## config.mk

```make
export PLATFORM = sky130hd
export DESIGN_NAME = joystick_centre_scale_direction_flat
export DESIGN_NICKNAME = d
export VERILOG_FILES = /design/src/rtl/core/jcsd_pkg.sv /design/src/rtl/core/jcsd_if.sv /design/src/rtl/core/jcsd_regs.sv /design/src/rtl/core/jcsd_ctrl.sv /design/src/rtl/core/jcsd_datapath.sv /design/src/rtl/core/joystick_centre_scale_direction.sv /design/src/flat_wrapper.sv
export SDC_FILE = /design/constraint.sdc
export NUM_CORES = 1
export LEC_CHECK = 0
export BUFFER_PORTS_ARGS = -buffer_cell sky130_fd_sc_hd__buf_2
export CORE_MARGIN = 2
export CORE_UTILIZATION = 30
export CTS_CLUSTER_DIAMETER = 100
export DETAILED_ROUTE_END_ITERATION = 10
export PLACE_DENSITY = 0.58
export SETUP_SLACK_MARGIN = 0.4
export SYNTH_ARGS = -nofsm -noshare
export SYNTH_HDL_FRONTEND = slang
export SYNTH_SLANG_ARGS = --single-unit
```

## constraint.sdc

```tcl
create_clock -name clk -period 14.6 [get_ports clk]
set_input_delay 2.92 -clock clk [delete_from_list [all_inputs] [get_ports clk]]
set_output_delay 2.92 -clock clk [all_outputs]
set_load 0.01 [all_outputs]
```

## src/rtl/core/jcsd_pkg.sv

```systemverilog
// Shared types, constants and codes for the joystick centre/scale/direction block.
package jcsd_pkg;

  // Sample and result field widths
  localparam int RAW_W = 8;
  localparam int PCT_W = 8;
  localparam int DIR_W = 3;
  localparam int THR_W = 7;

  // Calibration run length and the accumulator widths that follow from it
  localparam int CALIB_SAMPLES = 32;
  localparam int CNT_W = (CALIB_SAMPLES > 2) ? $clog2(CALIB_SAMPLES) : 1;
  localparam int SUM_W = RAW_W + $clog2(CALIB_SAMPLES);

  // Scaling: dividend is 100 * |raw - centre|, at most 25500
  localparam int PCT_FULL  = 100;
  localparam int NUM_W     = 15;
  localparam int DIV_STEPS = NUM_W;
  localparam int STEP_W    = $clog2(DIV_STEPS);
  localparam int AXES      = 2;

  // Register reset values
  localparam logic [RAW_W-1:0] UPPER_RST  = 8'd245;
  localparam logic [RAW_W-1:0] LOWER_RST  = 8'd75;
  localparam logic [THR_W-1:0] THRESH_RST = 7'd40;
  localparam logic [RAW_W-1:0] CENTRE_RST = 8'd160;

  // Configuration bus
  localparam int ADDR_W = 4;
  localparam int DATA_W = 32;

  typedef enum logic [1:0] {
    REG_UPPER  = 2'd0,
    REG_LOWER  = 2'd1,
    REG_THRESH = 2'd2
  } reg_idx_t;

  // Item kinds
  localparam logic KIND_CALIB = 1'b0;
  localparam logic KIND_POS   = 1'b1;

  typedef enum logic [DIR_W-1:0] {
    STICK_NEUTRAL = 3'd0,
    STICK_UP      = 3'd1,
    STICK_DOWN    = 3'd2,
    STICK_RIGHT   = 3'd3,
    STICK_LEFT    = 3'd4
  } dir_t;

  typedef enum logic [1:0] {
    ST_IDLE,
    ST_BRANCH,
    ST_DIV,
    ST_FINISH
  } state_t;

  typedef struct packed {
    logic [RAW_W-1:0] upper_limit;
    logic [RAW_W-1:0] lower_limit;
    logic [THR_W-1:0] direction_threshold;
  } cfg_t;

  // Controller to datapath
  typedef struct packed {
    logic capture;
    logic calib_step;
    logic setup;
    logic div_step;
    logic load_out;
  } dp_cmd_t;

  // Datapath to controller
  typedef struct packed {
    logic kind;
  } dp_status_t;

endpackage

```

## src/rtl/core/jcsd_if.sv

```systemverilog
// Sample and result channel interfaces for the joystick conditioner.
interface jcsd_in_if;
  import jcsd_pkg::*;

  logic             valid;
  logic             ready;
  logic             kind;
  logic [RAW_W-1:0] raw_x;
  logic [RAW_W-1:0] raw_y;

  modport source(output valid, kind, raw_x, raw_y, input ready);
  modport sink(input valid, kind, raw_x, raw_y, output ready);
endinterface

interface jcsd_out_if;
  import jcsd_pkg::*;

  logic                    valid;
  logic                    ready;
  logic signed [PCT_W-1:0] x_pct;
  logic signed [PCT_W-1:0] y_pct;
  logic [DIR_W-1:0]        direction;
  logic                    centre_latched;

  modport source(output valid, x_pct, y_pct, direction, centre_latched, input ready);
  modport sink(input valid, x_pct, y_pct, direction, centre_latched, output ready);
endinterface

```

## src/rtl/core/jcsd_regs.sv

```systemverilog
// APB configuration registers: limits and direction threshold.
module jcsd_regs (
  input  logic                          clk,
  input  logic                          rst,
  input  logic                          psel,
  input  logic                          penable,
  input  logic                          pwrite,
  input  logic [jcsd_pkg::ADDR_W-1:0]   paddr,
  input  logic [jcsd_pkg::DATA_W-1:0]   pwdata,
  output logic [jcsd_pkg::DATA_W-1:0]   prdata,
  output logic                          pready,
  output jcsd_pkg::cfg_t                cfg
);
  import jcsd_pkg::*;

  logic       wr_en;
  logic [1:0] reg_idx;

  assign pready  = 1'b1;
  assign wr_en   = psel & penable & pwrite & pready;
  assign reg_idx = paddr[ADDR_W-1:2];

  // Write the addressed register; drop writes beyond the map
  always_ff @(posedge clk) begin
    if (rst) begin
      cfg.upper_limit         <= UPPER_RST;
      cfg.lower_limit         <= LOWER_RST;
      cfg.direction_threshold <= THRESH_RST;
    end else if (wr_en) begin
      unique case (reg_idx)
        REG_UPPER:  cfg.upper_limit         <= pwdata[RAW_W-1:0];
        REG_LOWER:  cfg.lower_limit         <= pwdata[RAW_W-1:0];
        REG_THRESH: cfg.direction_threshold <= pwdata[THR_W-1:0];
        default: ;
      endcase
    end
  end

  // Read back the addressed register
  always_comb begin
    unique case (reg_idx)
      REG_UPPER:  prdata = DATA_W'(cfg.upper_limit);
      REG_LOWER:  prdata = DATA_W'(cfg.lower_limit);
      REG_THRESH: prdata = DATA_W'(cfg.direction_threshold);
      default:    prdata = '0;
    endcase
  end

endmodule

```

## src/rtl/core/jcsd_ctrl.sv

```systemverilog
// Controller: sequences capture, calibration, division and result load.
module jcsd_ctrl (
  input  logic                 clk,
  input  logic                 rst,
  input  logic                 in_valid,
  output logic                 in_ready,
  output logic                 out_valid,
  input  logic                 out_ready,
  input  jcsd_pkg::dp_status_t status,
  output jcsd_pkg::dp_cmd_t    cmd
);
  import jcsd_pkg::*;

  state_t            state;
  state_t            state_next;
  logic [STEP_W-1:0] step;
  logic              out_free;

  assign out_free = ~out_valid | out_ready;

  // Next state
  always_comb begin
    state_next = state;
    unique case (state)
      ST_IDLE:   if (in_valid) state_next = ST_BRANCH;
      ST_BRANCH: state_next = (status.kind == KIND_CALIB) ? ST_FINISH : ST_DIV;
      ST_DIV:    if (step == STEP_W'(DIV_STEPS - 1)) state_next = ST_FINISH;
      ST_FINISH: if (out_free) state_next = ST_IDLE;
      default:   state_next = ST_IDLE;
    endcase
  end

  // Commands and handshake
  always_comb begin
    in_ready       = (state == ST_IDLE);
    cmd.capture    = (state == ST_IDLE) & in_valid;
    cmd.calib_step = (state == ST_BRANCH) & (status.kind == KIND_CALIB);
    cmd.setup      = (state == ST_BRANCH) & (status.kind == KIND_POS);
    cmd.div_step   = (state == ST_DIV);
    cmd.load_out   = (state == ST_FINISH) & out_free;
  end

  // State, step count and result valid
  always_ff @(posedge clk) begin
    if (rst) begin
      state     <= ST_IDLE;
      step      <= '0;
      out_valid <= 1'b0;
    end else begin
      state <= state_next;
      if (state == ST_DIV) begin
        step <= step + STEP_W'(1);
      end else begin
        step <= '0;
      end
      if (cmd.load_out) begin
        out_valid <= 1'b1;
      end else if (out_ready) begin
        out_valid <= 1'b0;
      end
    end
  end

endmodule

```

## src/rtl/core/jcsd_datapath.sv

```systemverilog
// Datapath: calibration accumulators, per-axis dividers, classifier, result register.
module jcsd_datapath (
  input  logic                                clk,
  input  logic                                rst,
  input  jcsd_pkg::dp_cmd_t                   cmd,
  output jcsd_pkg::dp_status_t                status,
  input  jcsd_pkg::cfg_t                      cfg,
  input  logic                                kind,
  input  logic [jcsd_pkg::RAW_W-1:0]          raw_x,
  input  logic [jcsd_pkg::RAW_W-1:0]          raw_y,
  output logic signed [jcsd_pkg::PCT_W-1:0]   x_pct,
  output logic signed [jcsd_pkg::PCT_W-1:0]   y_pct,
  output logic [jcsd_pkg::DIR_W-1:0]          direction,
  output logic                                centre_latched
);
  import jcsd_pkg::*;

  // Captured transaction
  logic             kind_q;
  logic [RAW_W-1:0] raw_q [AXES];

  // Calibration state
  logic [SUM_W-1:0] sum_acc [AXES];
  logic [CNT_W-1:0] calib_count;
  logic [RAW_W-1:0] centre [AXES];
  logic             latched_q;

  // Division lanes
  logic             above_q     [AXES];
  logic             diff_zero_q [AXES];
  logic             den_zero_q  [AXES];
  logic             den_neg_q   [AXES];
  logic [RAW_W-1:0] den_mag_q   [AXES];
  logic [RAW_W-1:0] rem_q       [AXES];
  logic [NUM_W-1:0] quo_q       [AXES];

  // Setup terms
  logic             s_above     [AXES];
  logic [RAW_W-1:0] s_diff      [AXES];
  logic [RAW_W-1:0] s_lim       [AXES];
  logic             s_den_neg   [AXES];
  logic [RAW_W-1:0] s_den_mag   [AXES];
  logic [NUM_W-1:0] s_num       [AXES];

  // Division step terms
  logic [RAW_W:0]   d_shift     [AXES];
  logic             d_fits      [AXES];

  // Calibration terms
  logic [SUM_W-1:0] sum_new     [AXES];
  logic             run_done;

  // Percent and direction
  logic signed [PCT_W-1:0] pct   [AXES];
  logic signed [PCT_W-1:0] pmag  [AXES];
  logic [PCT_W-2:0]        qclip [AXES];
  logic signed [PCT_W-1:0] thr_pos;
  logic signed [PCT_W-1:0] thr_neg;
  dir_t                    dir_c;

  assign status.kind = kind_q;
  assign run_done    = (calib_count == CNT_W'(CALIB_SAMPLES - 1));

  // Form numerator, divisor magnitude and sign for each axis
  always_comb begin
    for (int l = 0; l < AXES; l++) begin
      s_above[l]   = raw_q[l] > centre[l];
      s_diff[l]    = s_above[l] ? (raw_q[l] - centre[l]) : (centre[l] - raw_q[l]);
      s_lim[l]     = s_above[l] ? cfg.upper_limit : cfg.lower_limit;
      s_den_neg[l] = s_lim[l] < centre[l];
      s_den_mag[l] = s_den_neg[l] ? (centre[l] - s_lim[l]) : (s_lim[l] - centre[l]);
      s_num[l]     = NUM_W'(s_diff[l]) * NUM_W'(PCT_FULL);
    end
  end

  // One restoring-division step per axis
  always_comb begin
    for (int l = 0; l < AXES; l++) begin
      d_shift[l] = {rem_q[l], quo_q[l][NUM_W-1]};
      d_fits[l]  = d_shift[l] >= {1'b0, den_mag_q[l]};
    end
  end

  // Accumulate calibration samples
  always_comb begin
    for (int l = 0; l < AXES; l++) begin
      sum_new[l] = sum_acc[l] + SUM_W'(raw_q[l]);
    end
  end

  // Clamp, sign and saturate the quotients
  always_comb begin
    for (int l = 0; l < AXES; l++) begin
      qclip[l] = (quo_q[l] > NUM_W'(PCT_FULL)) ? (PCT_W-1)'(PCT_FULL) : quo_q[l][PCT_W-2:0];
      pmag[l]  = $signed({1'b0, qclip[l]});
      if (diff_zero_q[l]) begin
        pct[l] = '0;
      end else if (den_zero_q[l]) begin
        pct[l] = above_q[l] ? PCT_W'(PCT_FULL) : -PCT_W'(PCT_FULL);
      end else begin
        pct[l] = den_neg_q[l] ? -pmag[l] : pmag[l];
      end
    end
  end

  // Classify direction; vertical wins ties
  always_comb begin
    logic signed [PCT_W-1:0] ax;
    logic signed [PCT_W-1:0] ay;
    ax      = (pct[0] < 0) ? -pct[0] : pct[0];
    ay      = (pct[1] < 0) ? -pct[1] : pct[1];
    thr_pos = $signed({1'b0, cfg.direction_threshold});
    thr_neg = -thr_pos;
    priority if (pct[1] > thr_pos && pct[1] >= ax) begin
      dir_c = STICK_UP;
    end else if (pct[1] < thr_neg && ay >= ax) begin
      dir_c = STICK_DOWN;
    end else if (pct[0] > thr_pos && ax > ay) begin
      dir_c = STICK_RIGHT;
    end else if (pct[0] < thr_neg && ax > ay) begin
      dir_c = STICK_LEFT;
    end else begin
      dir_c = STICK_NEUTRAL;
    end
  end

  // Capture the transaction
  always_ff @(posedge clk) begin
    if (cmd.capture) begin
      kind_q   <= kind;
      raw_q[0] <= raw_x;
      raw_q[1] <= raw_y;
    end
  end

  // Calibration accumulators and centres
  always_ff @(posedge clk) begin
    if (rst) begin
      calib_count <= '0;
      latched_q   <= 1'b0;
      for (int l = 0; l < AXES; l++) begin
        sum_acc[l] <= '0;
        centre[l]  <= CENTRE_RST;
      end
    end else if (cmd.calib_step) begin
      latched_q <= run_done;
      if (run_done) begin
        calib_count <= '0;
        for (int l = 0; l < AXES; l++) begin
          sum_acc[l] <= '0;
          centre[l]  <= RAW_W'(sum_new[l] / CALIB_SAMPLES);
        end
      end else begin
        calib_count <= calib_count + CNT_W'(1);
        for (int l = 0; l < AXES; l++) begin
          sum_acc[l] <= sum_new[l];
        end
      end
    end
  end

  // Load and advance the division lanes
  always_ff @(posedge clk) begin
    for (int l = 0; l < AXES; l++) begin
      if (cmd.setup) begin
        above_q[l]     <= s_above[l];
        diff_zero_q[l] <= (s_diff[l] == '0);
        den_zero_q[l]  <= (s_den_mag[l] == '0);
        den_neg_q[l]   <= s_den_neg[l];
        den_mag_q[l]   <= s_den_mag[l];
        rem_q[l]       <= '0;
        quo_q[l]       <= s_num[l];
      end else if (cmd.div_step) begin
        rem_q[l] <= d_fits[l] ? RAW_W'(d_shift[l] - {1'b0, den_mag_q[l]})
                              : d_shift[l][RAW_W-1:0];
        quo_q[l] <= {quo_q[l][NUM_W-2:0], d_fits[l]};
      end
    end
  end

  // Result register
  always_ff @(posedge clk) begin
    if (cmd.load_out) begin
      if (kind_q == KIND_CALIB) begin
        x_pct          <= '0;
        y_pct          <= '0;
        direction      <= STICK_NEUTRAL;
        centre_latched <= latched_q;
      end else begin
        x_pct          <= pct[0];
        y_pct          <= pct[1];
        direction      <= dir_c;
        centre_latched <= 1'b0;
      end
    end
  end

endmodule

```

## src/rtl/core/joystick_centre_scale_direction.sv

```systemverilog
// Top level of the two-axis joystick conditioner.
//
// Channels: "sample" takes one transaction per pair of raw 8-bit readings
// (kind 0 = calibration, 1 = position); "result" returns exactly one
// transaction per sample. Both use valid/ready; a transaction moves on a
// rising edge with valid and ready high. Registers (upper_limit at 0x0,
// lower_limit at 0x4, direction_threshold at 0x8) sit on the APB port.
//
// A calibration sample passes through the branch and finish steps; a position
// sample passes through branch, divide and finish. Only one sample is in
// flight: the next is taken once the previous result has been loaded. The
// position result comes from a restoring divider, one quotient bit per cycle
// over 15 bits, with one lane per axis working side by side.
//
// Reset (synchronous, rst high) clears the accumulators and the sample count,
// sets both centres to 160 and loads the register defaults.
// A stalled receiver holds the result register; the next sample is still
// taken and processed, then waits in the finish step until the result
// register frees up.
module joystick_centre_scale_direction (
  input  logic                         clk,
  input  logic                         rst,
  jcsd_in_if.sink                      sample,
  jcsd_out_if.source                   result,
  input  logic                         psel,
  input  logic                         penable,
  input  logic                         pwrite,
  input  logic [jcsd_pkg::ADDR_W-1:0]  paddr,
  input  logic [jcsd_pkg::DATA_W-1:0]  pwdata,
  output logic [jcsd_pkg::DATA_W-1:0]  prdata,
  output logic                         pready
);
  import jcsd_pkg::*;

  cfg_t       cfg;
  dp_cmd_t    cmd;
  dp_status_t status;

  jcsd_regs u_regs (
    .clk     (clk),
    .rst     (rst),
    .psel    (psel),
    .penable (penable),
    .pwrite  (pwrite),
    .paddr   (paddr),
    .pwdata  (pwdata),
    .prdata  (prdata),
    .pready  (pready),
    .cfg     (cfg)
  );

  jcsd_ctrl u_ctrl (
    .clk       (clk),
    .rst       (rst),
    .in_valid  (sample.valid),
    .in_ready  (sample.ready),
    .out_valid (result.valid),
    .out_ready (result.ready),
    .status    (status),
    .cmd       (cmd)
  );

  jcsd_datapath u_datapath (
    .clk            (clk),
    .rst            (rst),
    .cmd            (cmd),
    .status         (status),
    .cfg            (cfg),
    .kind           (sample.kind),
    .raw_x          (sample.raw_x),
    .raw_y          (sample.raw_y),
    .x_pct          (result.x_pct),
    .y_pct          (result.y_pct),
    .direction      (result.direction),
    .centre_latched (result.centre_latched)
  );

  // One sample in flight at a time
  a_one_in_flight: assert property (@(posedge clk) disable iff (rst)
    (sample.valid && sample.ready) |=> !sample.ready)
    else $error("sample taken while another is in flight");

  // A latched centre only comes with a calibration result
  a_calib_zero: assert property (@(posedge clk) disable iff (rst)
    (result.valid && result.centre_latched) |->
      (result.x_pct == '0 && result.y_pct == '0 &&
       result.direction == STICK_NEUTRAL))
    else $error("calibration result carries a deflection");

  // Percents stay within full scale
  a_pct_range: assert property (@(posedge clk) disable iff (rst)
    result.valid |->
      ($signed(result.x_pct) <= 8'sd100 && $signed(result.x_pct) >= -8'sd100 &&
       $signed(result.y_pct) <= 8'sd100 && $signed(result.y_pct) >= -8'sd100))
    else $error("percent out of range");

  // Up and down agree with the sign of the vertical percent
  a_dir_sign: assert property (@(posedge clk) disable iff (rst)
    (result.valid && (result.direction == STICK_UP || result.direction == STICK_DOWN)) |->
      ((result.direction == STICK_UP) == ($signed(result.y_pct) > 8'sd0)))
    else $error("vertical direction disagrees with y percent");

endmodule

```

## src/flat_wrapper.sv

```systemverilog
// flat-port wrapper written by rule: the top's interface ports become plain ports
module joystick_centre_scale_direction_flat import jcsd_pkg::*;
  (clk, rst, psel, penable, pwrite, paddr, pwdata, prdata, pready, sample_valid, sample_kind, sample_raw_x, sample_raw_y, sample_ready, result_valid, result_x_pct, result_y_pct, result_direction, result_centre_latched, result_ready);
  jcsd_in_if sample_i ();
  jcsd_out_if result_i ();
  input  logic clk;
  input  logic rst;
  input  logic psel;
  input  logic penable;
  input  logic pwrite;
  input  logic [jcsd_pkg::ADDR_W-1:0] paddr;
  input  logic [jcsd_pkg::DATA_W-1:0] pwdata;
  output logic [jcsd_pkg::DATA_W-1:0] prdata;
  output logic pready;
  input wire logic [$bits(sample_i.valid)-1:0] sample_valid;
  input wire logic [$bits(sample_i.kind)-1:0] sample_kind;
  input wire logic [$bits(sample_i.raw_x)-1:0] sample_raw_x;
  input wire logic [$bits(sample_i.raw_y)-1:0] sample_raw_y;
  output wire logic [$bits(sample_i.ready)-1:0] sample_ready;
  output wire logic [$bits(result_i.valid)-1:0] result_valid;
  output wire logic [$bits(result_i.x_pct)-1:0] result_x_pct;
  output wire logic [$bits(result_i.y_pct)-1:0] result_y_pct;
  output wire logic [$bits(result_i.direction)-1:0] result_direction;
  output wire logic [$bits(result_i.centre_latched)-1:0] result_centre_latched;
  input wire logic [$bits(result_i.ready)-1:0] result_ready;
  assign sample_i.valid = sample_valid;
  assign sample_i.kind = sample_kind;
  assign sample_i.raw_x = sample_raw_x;
  assign sample_i.raw_y = sample_raw_y;
  assign sample_ready = sample_i.ready;
  assign result_valid = result_i.valid;
  assign result_x_pct = result_i.x_pct;
  assign result_y_pct = result_i.y_pct;
  assign result_direction = result_i.direction;
  assign result_centre_latched = result_i.centre_latched;
  assign result_i.ready = result_ready;
  joystick_centre_scale_direction u_core (.clk(clk), .rst(rst), .sample(sample_i), .result(result_i), .psel(psel), .penable(penable), .pwrite(pwrite), .paddr(paddr), .pwdata(pwdata), .prdata(prdata), .pready(pready));
endmodule
```

## Word-level counts from Yosys, hierarchy flattened

Memory sizes are Yosys's and may differ from the RTL's.
Cells that the tools add are included.
Widths: inputs -> output; s select.

- Bits in registers: 57
- RAM bits: 128
- Input bits: 60
- Output and inout bits: 55
- Logic and storage cells: 171
- Memories: 10

- $add $sub $neg: 19
- Multipliers: 2
- Order comparisons: 17
- Equality and inequality tests: 10
- Multiplexer cells: 60
- Bitwise logic cells: 20
- Reductions and logical operators: 18

Memories:

| name | words | width | rd ports | clocked after memory_dff | wr ports | RTL line | source |
|---|---|---|---|---|---|---|---|
| u_core.u_datapath.quo_q | 2 | 15 | 2 | 0 | 2 | jcsd_datapath.sv:35 | `logic [NUM_W-1:0] quo_q [AXES];` |
| u_core.u_datapath.sum_acc | 2 | 13 | 2 | 0 | 2 | jcsd_datapath.sv:23 | `logic [SUM_W-1:0] sum_acc [AXES];` |
| u_core.u_datapath.centre | 2 | 8 | 2 | 0 | 2 | jcsd_datapath.sv:25 | `logic [RAW_W-1:0] centre [AXES];` |
| u_core.u_datapath.den_mag_q | 2 | 8 | 2 | 0 | 2 | jcsd_datapath.sv:33 | `logic [RAW_W-1:0] den_mag_q [AXES];` |
| u_core.u_datapath.raw_q | 2 | 8 | 2 | 0 | 2 | jcsd_datapath.sv:20 | `logic [RAW_W-1:0] raw_q [AXES];` |
| u_core.u_datapath.rem_q | 2 | 8 | 2 | 0 | 2 | jcsd_datapath.sv:34 | `logic [RAW_W-1:0] rem_q [AXES];` |
| 4 more memories | n/a | n/a | n/a | n/a | n/a | n/a |  |

Operators by type and width:

| operator | count |
|---|---|
| $mux 8 | 22 |
| $sub 8x8->8 | 10 |
| $mux 13 | 4 |
| $gt 8x8->1 | 5 |
| $logic_not 8->1 | 4 |
| $lt 8x8->1 | 4 |
| $gt 15x7->1 const B | 2 |
| $mux 15 | 2 |
| $add 13x8->13 | 2 |
| $mul 8x5->13 const B | 2 |
| $neg 7->8 | 3 |
| $pmux 8 s3 | 1 |
| $mux 1 | 21 |
| $ge 9x8->1 | 2 |
| $ge 8x8->1 | 2 |
| $lt 8x1->1 const B | 2 |
| $neg 8->8 | 2 |
| $mux 7 | 2 |
| $or 1x1->1 | 11 |
| $mux 2 | 5 |
| $pmux 2 s4 | 1 |
| $and 1x1->1 | 6 |
| $eq 2x2->1 const B | 3 |
| $ne 2x2->1 const B | 3 |
| 15 further kinds | 25 |

## Depth between registers and ports, before layout

Gate-level depths: netlist (run 1).
An unclocked memory read counts as a cell.

- Depth after elaboration: 15
- Mapped depth: 26
- Depth with buffers taken out: 25

## Cells and area by module

Synthesis (run 1) repeated with hierarchy kept, for this count alone.

- Cells, all modules: 1,602
- Area total of the unflattened synthesis: 15,328.5 µm²

Modules (own cells, without submodules):

| module | instances | cells an instance | area an instance (µm²) |
|---|---|---|---|
| jcsd_datapath | 1 | 1,411 | 13,616.8 |
| jcsd_regs | 1 | 151 | 1,336.3 |
| jcsd_ctrl | 1 | 40 | 375.4 |

## Worst setup path before layout (run 1)

OpenSTA, ideal clock, no wires.

- Path kind: input to output
- Start point: in paddr[2] (netlist bit)
- End point: out prdata[0] (netlist bit)
- Data arrival time: 3.930 ns
- Data required time: 11.680 ns
- Path slack: 7.750 ns
- Cell stages on the path: 4
- Cells stage by stage: clkbuf_1 > buf_1 > mux2i_1 > o21ai_0

- Word-level cells in the longest chain between the ends: 2
- Elaborated cells on any way between the ends: 4

Ends and longest elaborated chain:

| element | RTL line | source |
|---|---|---|
| from (decl) | flat_wrapper.sv:11 | `input logic [jcsd_pkg::ADDR_W-1:0] paddr;` |
| $eq 2x2->1, or another cell as far along | jcsd_regs.sv:41 | `unique case (reg_idx)` |
| $pmux 8 s3 * | jcsd_regs.sv:41 |  |
| to (decl) | flat_wrapper.sv:13 | `output logic [jcsd_pkg::DATA_W-1:0] prdata;` |

Every way passes the cells marked *; elsewhere a longest branch is shown, timed or not.

## Final worst setup path (run 1)

- Start point: in paddr[2] (netlist bit)
- End point: out prdata[2] (netlist bit)

The elaborated chain is that of the path after synthesis.

==> metrics.txt, run 1 <==
status=finished clean; Post-CTS Setup Bufs=0; max cap viols=0; Final Hold Violating Endpoints=0; Iter 0 DRT Violations=645; clock sink count=185; Cell variety after synth=75; critical path's slowest cell=nor2b_1; placed cells=2208; Post-Syn Instances=1513; first-pass GRT wire length=52500 µm; Clock Path Buffers=2; Power Dens Cells=196 nW/µm²; Post-Synthesis Cell Area=14800 µm²; Slew @ Worst Pin=1240 ps; initial antenna violation count=0; die area=51100 µm²; setup TNS=0 ps; headroom to the max-slew limit=17.2%; final instance area=16300 µm²; RD Place Congestion=0.842; post-CTS sizing=0; H-tree Lvls=4; FF-to-FF Start=u_core.u_datapath.centre[0][9]; drt drc=0; Die X-Extent=226 µm; Vias=10569; Pins Over Slew Limit=0; Tot Pwr=0.00320 W; predominant post-synthesis flop cell=edfxtp_1; async set or reset register ratio after synthesis=0%; final-stage net count=1854; Worst Path Arrival=3920 ps; crit start category=primary input; Peak VDD IR=0.118 mV; slowest cell delay on critical path=400 ps; All-Layer GR Usage=13.0%; Root Driver=clkbuf_16; cell family with most CP delay=simple AND/OR/NAND/NOR gates; fill cell count=4954; fin crit share=46.8%; Die Ht=226 µm; Non-Filler Instances=2240; YS warnings=0; post-synthesis sequential area ratio=35.1%; Min Hold Slack=443 ps; ANT nets after route=0; f_max=146 MHz; Worst EP required=11680 ps; synthesized flop and latch total=185; largest net degree at the start of global routing=50; clock latency on the worst-skew pair=460 ps; RSZ-0062 raised after global routing=false; Hold Startpoint=u_core.u_datapath.latched_q; final setup violation count=0; leakage=6.85 nW; 1st-pass router iterations=7; CP endpoint kind=output port; GRT overflow=0; Antenna diodes=0; Initial Util=30.3%; Setup Crit Path Kind=primary input to output port; clk slew on worst S/H paths=80 ps; Post-synth EDFFs=149; post-synthesis average cell area=9.77 µm²; vias per cell=4.72; CTS buffer count=17; clk_skew=12.4 ps; DRT Wirelength=32500 µm; fraction of layout cells with a size suffix above 1=10.3%; vias in the first global route=10449; Most Frequent Cell on Critical Path=buf_2; placed cell area=15700 µm²; cts hold-fix bufs=0; Area Growth Syn to Fin=10.3%; Crit Path Max Fanout=16; I/O Pins=115; DR WL/cell=14.5 µm; HP Class=flop to flop; CTS tree=done; Cell Rows=81; crit path buf inv count=2; IO buf count=63; CP Cell Sequence=buf_2 > nor2b_1 > nand2_1 > o21ai_0 > buf_2; HPWL after DPL=26000 µm; final worst path period need=6840 ps; crit path from=paddr[2]; CORE AREA=48700 µm²
## final timing paths
check                           depth (start not counted)                             end  slack [ps]
worst min register to register                          2     u_core.u_datapath.latched_q         440
worst min-delay path                                    2     u_core.u_datapath.latched_q         440
worst max-delay path                                    5                       prdata[2]        7760
worst max register to register                         23  u_core.u_datapath.quo_q[1][14]        8470
## cell type report
class / count / area (µm²) / share of cell area (%)
Inverter: 159 / 597 / 3.66
Clock inverter: 15 / 156 / 0.959
Clock buffer: 17 / 425 / 2.61
Multi-Input combinational cell: 1132 / 8750 / 53.7
Sequential cell: 185 / 5190 / 31.9
Timing Repair Buffer: 68 / 353 / 2.16
Tap cell: 664 / 831 / 5.09
## sequential cells by signal, indices dropped and copies added (netlist names), 3 cells and up
name                           count
u_core.u_datapath.direction        3
u_core.u_datapath.x_pct            8
u_core.u_ctrl.step                 4
u_core.u_datapath.sum_acc         26
u_core.u_datapath.rem_q           16
u_core.u_datapath.raw_q           16
u_core.u_datapath.quo_q           30
u_core.u_regs.cfg                 23
u_core.u_datapath.den_mag_q       16
u_core.u_datapath.calib_count      5
u_core.u_datapath.centre          16
u_core.u_datapath.y_pct            8
## cells in the mapped netlist, types with 8 or more instances
master	instances	area, µm²
o21bai_1	10	75.1
nand3_1	32	160
o21a_1	16	120
inv_1	159	597
nor2_1	102	383
edfxtp_1	149	4470
mux2_2	33	372
dfxtp_1	36	721
buf_4	25	188
nor3_1	24	120
fa_1	18	360
ha_1	213	2670
nand4_1	12	75.1
nand2b_1	18	113
nor2b_1	34	213
o21ai_0	72	360
clkbuf_1	29	109
a211o_1	18	158
a21boi_0	10	75.1
xor2_1	38	333
xnor2_1	49	429
mux2i_1	44	440
nand2_1	94	353
and2_1	31	194
a21oi_1	72	360
a21o_1	23	173
and3_1	17	106
nor4_1	8	50.1
a31oi_1	10	62.6
## placed cells by master, fill, tap and decap left out, types with 7 or more instances in the layout
| cell type | synthesis | layout |
|---|---|---|
| conb_1 | 2 | 28 |
| nand2_1 | 94 | 94 |
| or3_1 | 7 | 7 |
| buf_2 | 5 | 63 |
| nand3_1 | 32 | 32 |
| nor2b_1 | 34 | 33 |
| dfxtp_1 | 36 | 36 |
| a31oi_1 | 10 | 10 |
| a21o_1 | 23 | 23 |
| nand2b_1 | 18 | 18 |
| mux2i_1 | 44 | 44 |
| o21a_1 | 16 | 16 |
| and3_1 | 17 | 17 |
| a21oi_1 | 72 | 72 |
| a21boi_0 | 10 | 10 |
| nor3_1 | 24 | 24 |
| edfxtp_1 | 149 | 149 |
| nand4_1 | 12 | 12 |
| xnor2_1 | 49 | 49 |
| nor3b_1 | 7 | 7 |
| o21bai_1 | 10 | 10 |
| fa_1 | 18 | 18 |
| nor4_1 | 8 | 8 |
| mux2_2 | 33 | 33 |
| inv_6 | 0 | 8 |
| or2_2 | 7 | 7 |
| a211o_1 | 18 | 18 |
| xor2_1 | 38 | 38 |
| nor2_1 | 102 | 102 |
| inv_1 | 159 | 159 |
| and2_1 | 31 | 31 |
| ha_1 | 213 | 212 |
| o21ai_0 | 72 | 72 |
| clkbuf_16 | 0 | 17 |
## worst reg2reg max path: stages (launching register included)
cell and delay (ps):
edfxtp_1 530, inv_1 250, fa_1 280, a21o_1 130
a21o_1 120, a31oi_1 120, nor2_2 770, inv_1 180
a31o_2 290, xnor2_1 360, ha_1 320, ha_1 280
inv_1 60, fa_1 520, inv_1 40, ha_1 330
a21o_1 190, a21oi_1 260, o21bai_1 100, a21oi_1 230
o21bai_1 90, a21oi_1 170, xor2_1 170, o21ai_0 80
## stage by stage
stage          worst slack, ps  util, %
4_1_cts                   7760     33.5
5_1_grt                   7600     33.5
2_1_floorplan             7750        -
3_5_place_dp              7760     32.3
6_report                  7760     33.5
3_3_place_gp              7780     32.3
## report_power, final
| part | switching (W) | leakage (nW) | total (W) | internal [W] |
|---|---|---|---|---|
| Combinational | 0.00103 | 4.86 | 0.00182 | 0.000795 |
| Sequential | 0.0000991 | 1.71 | 0.000911 | 0.000812 |
| Clock | 0.000222 | 0.281 | 0.000464 | 0.000242 |
## routing by layer
layer / up-vias / part of all wire [%] / GRT usage, % / wire (µm)
met5: - / 0 / 0 / 0
met4: 0 / 2.9 / 5.16 / 932
met3: 45 / 2.0 / 2.15 / 662
met2: 123 / 50 / 23.4 / 16400
met1: 4990 / 45 / 15.5 / 14600
li1: 5411 / - / - / -
## kinds of logic after synthesis
family | count (synthesis) | synth area share (%)
flops | 185 | 35.1
fa+ha+maj | 231 | 20.5
xor+xnor | 87 | 5.15
compound gates | 290 | 12.9
other cells | 2 | 0.0508
buf+inv | 222 | 6.36
simple gates | 419 | 14.5
mux | 77 | 5.49
(Power assumes the default switching activity.)
==> run 2, diff against run 1 <==
ABC_AREA = 1   (was not set)
clock period = 6.3 ns   (was 14.6 ns; I/O delays follow)
==> run 2 against run 1 <==
Non-clock buffer count increased by 1. Global-route usage increased by 0.69 points. Sequential share of layout area decreased by 0.66 points. Routed wire length increased by 8.0%. Hold slack improved by 41 ps. Sequential power increased by 130%. Final cell count increased by 16%. Register-to-register slack got worse by 7600 ps. Sequential cell count unchanged. Critical path type is now flop to flop. Synthesized cell count increased by 22%.
==> metrics.txt, run 2 <==
status=finished clean; final worst path period need=5420 ps; RD Place Congestion=0.852 (+1.2%); post-place setup slack=723 ps (-7040 ps); DR WL/cell=13.6 µm (-6.5%); Clock Path Buffers=2 (unchanged); first-pass GRT wire length=58200 µm (+11%); Post-Syn Instances=1853 (+22%); Area contributors post-synth=edfxtp_1 (30%), ha_1 (18%), nand2_1 (8.5%), inv_1 (7.2%), dfxtp_1 (4.8%); Peak VDD IR=0.286 mV (+140%); most frequent cells after synthesis=nand2_1 (341), inv_1 (289), ha_1 (213); Slew @ Worst Pin=1040 ps (-200 ps); Biggest register=u_core.u_datapath.quo_q; Non-Filler Instances=2589 (+16%); vias per cell=4.62 (-2.0%); Crit Path Max Fanout=25 (+9); Vias=11967 (+13%); clk slew on worst S/H paths=70 ps (about the same); most frequent cell after synthesis=nand2_1; Power Dens Cells=458 nW/µm² (+130%); DRT Wirelength=35100 µm (+8.0%); leakage=7.90 nW (+15%); final instance area=16700 µm² (+2.1%); async set or reset register ratio after synthesis=0% (unchanged); YS warnings=0 (unchanged); CTS buffer count=17 (unchanged); Top Registers=u_core.u_datapath.quo_q (30), u_core.u_datapath.sum_acc (26), u_core.u_regs.cfg (23); number of flip-flops in the largest register=30 (unchanged); Die Ht=228 µm (+1.1%); HPWL after DPL=28600 µm (+9.8%); ANT nets after route=0 (unchanged); most common cell after layout, fill and taps aside=nand2_1; cts hold-fix bufs=0 (unchanged); H-tree Lvls=4 (unchanged); Iter 0 DRT Violations=707 (+9.6%); placed cell area=16100 µm² (+2.1%); post-synthesis sequential area ratio=34.4% (-0.75 points); predominant post-synthesis flop cell=edfxtp_1; vias in the first global route=11625 (+11%); CP endpoint kind=flop; 1st-pass router iterations=8 (+1); final setup violation count=0 (unchanged); synthesized flop and latch total=185 (unchanged); Root Driver=clkbuf_16; Post-Synthesis Cell Area=15100 µm² (+2.2%); drt drc=0 (unchanged); GRT overflow=0 (unchanged); Worst EP required=6520 ps (-5160 ps); placed cells=2557 (+16%); headroom to the max-slew limit=30.8% (+14 points); CORE AREA=50000 µm² (+2.5%); HP Class=flop to flop; share of the synthesized area in the top cell type=29.6% (-0.64 points); final-stage net count=2195 (+18%); f_max=185 MHz; fraction of layout cells with a size suffix above 1=7.98% (-2.3 points); clock sink count=185 (unchanged); Min Hold Slack=484 ps (+40.5 ps); Setup Crit Path Kind=flop to flop; Cell Rows=82 (+1.2%); Final Hold Violating Endpoints=0 (unchanged); setup ws final=881 ps (-6880 ps); Worst Path Arrival=5630 ps (+1710 ps); Post-synth EDFFs=149 (unchanged); crit start category=flop; post-synthesis average cell area=8.15 µm² (-17%); clk_skew=14.8 ps (+2.34 ps); initial antenna violation count=0 (unchanged); setup TNS=0 ps (unchanged); fin crit share=86.0%; Area Growth Syn to Fin=10.2% (about the same); die area=52200 µm² (+2.1%); All-Layer GR Usage=13.7% (+0.69 points); CTS tree=done; top cell type by total area after synthesis=edfxtp_1; RSZ-0062 raised after global routing=true; Antenna diodes=0 (unchanged); IO buf count=63 (unchanged); Cell variety after synth=63 (-16%); Post-CTS Setup Bufs=0 (unchanged); Pins Over Slew Limit=0 (unchanged); max cap viols=0 (unchanged); I/O Pins=115 (unchanged); largest net degree at the start of global routing=47 (-6.0%); commonest cells after routing, fill and taps aside=nand2_1 (340), inv_1 (289), ha_1 (213), nor2_1 (158), edfxtp_1 (149); Initial Util=30.2% (-0.096 points); Die X-Extent=228 µm (+1.1%); clock latency on the worst-skew pair=470 ps (about the same)
## run 2: per-stage QoR
step	total power, W	util, %
2_1_floorplan	0.00556	-
3_3_place_gp	0.00648	32.1
3_5_place_dp	0.00655	32.1
4_1_cts	0.00770	33.3
5_1_grt	0.00853	33.3
6_report	0.00763	33.3
## run 2: area by class of cell
type / instances / area [µm²]
clock inverter: 15 / 165
fill: 5241 / 33300
timing repair buffer: 69 / 360
clock buffer: 17 / 425
sequential: 185 / 5190
tap: 672 / 841
inverter: 304 / 1140
multi-input combinational: 1327 / 8520
## run 2: path summary, 6_finish.rpt
path | start | end | slack (ps) | cells after the start
max | u_core.u_datapath.centre[0][1] | u_core.u_datapath.quo_q[0][13] | 880 | 25
min | u_core.u_ctrl.step[0] | u_core.u_ctrl.step[0] | 480 | 1
max reg2reg | u_core.u_datapath.centre[0][1] | u_core.u_datapath.quo_q[0][13] | 880 | 25
min reg2reg | u_core.u_ctrl.step[0] | u_core.u_ctrl.step[0] | 480 | 1
## run 2: repair_timing
item	CTS	global route
endpoints found under the setup margin	0	3
hold endpoints to repair	0	0
gates resized for setup	0	2
## run 2: power breakdown
part,internal (W),switching [W],total [W],leakage [nW]
clock,0.000551,0.000538,0.00109,0.297
combinational,0.00172,0.00277,0.00449,5.88
sequential,0.00185,0.000200,0.00205,1.72
## run 2: cell families after synthesis
kind of cell,share of synthesized area (%)
AOI/OAI and AO/OA,12.7
xor gates and xnor gates,4.00
adders and majority gates,20.0
buffers and inverters,9.95
DFF,34.4
muxes,0.199
other,0.0497
and+or+nand+nor,18.7
## run 2: per-layer routing
metal  global-route usage, %  vias up  share of wire, %
li1                        -     6195                 -
met1                    16.9     5506                46
met4                    5.88        0               2.8
met5                       0        -                 0
met3                    1.90       48               3.0
met2                    23.9      218                49
## run 2: worst max-delay path: stages (launching register included)
cell	delay, ps
edfxtp_1	530
inv_1	210
fa_1	480
inv_1	110
o21ai_1	100
nand2_1	70
nand3_1	100
nand2_4	240
mux2i_1	250
xor2_1	250
inv_1	140
ha_1	340
ha_1	290
inv_1	50
fa_1	530
inv_1	40
ha_1	330
a21oi_1	160
nand2_1	80
nand2_1	80
nand2_1	60
a21oi_1	160
nor2_1	70
o21ai_0	200
a21oi_1	100
o22a_1	180
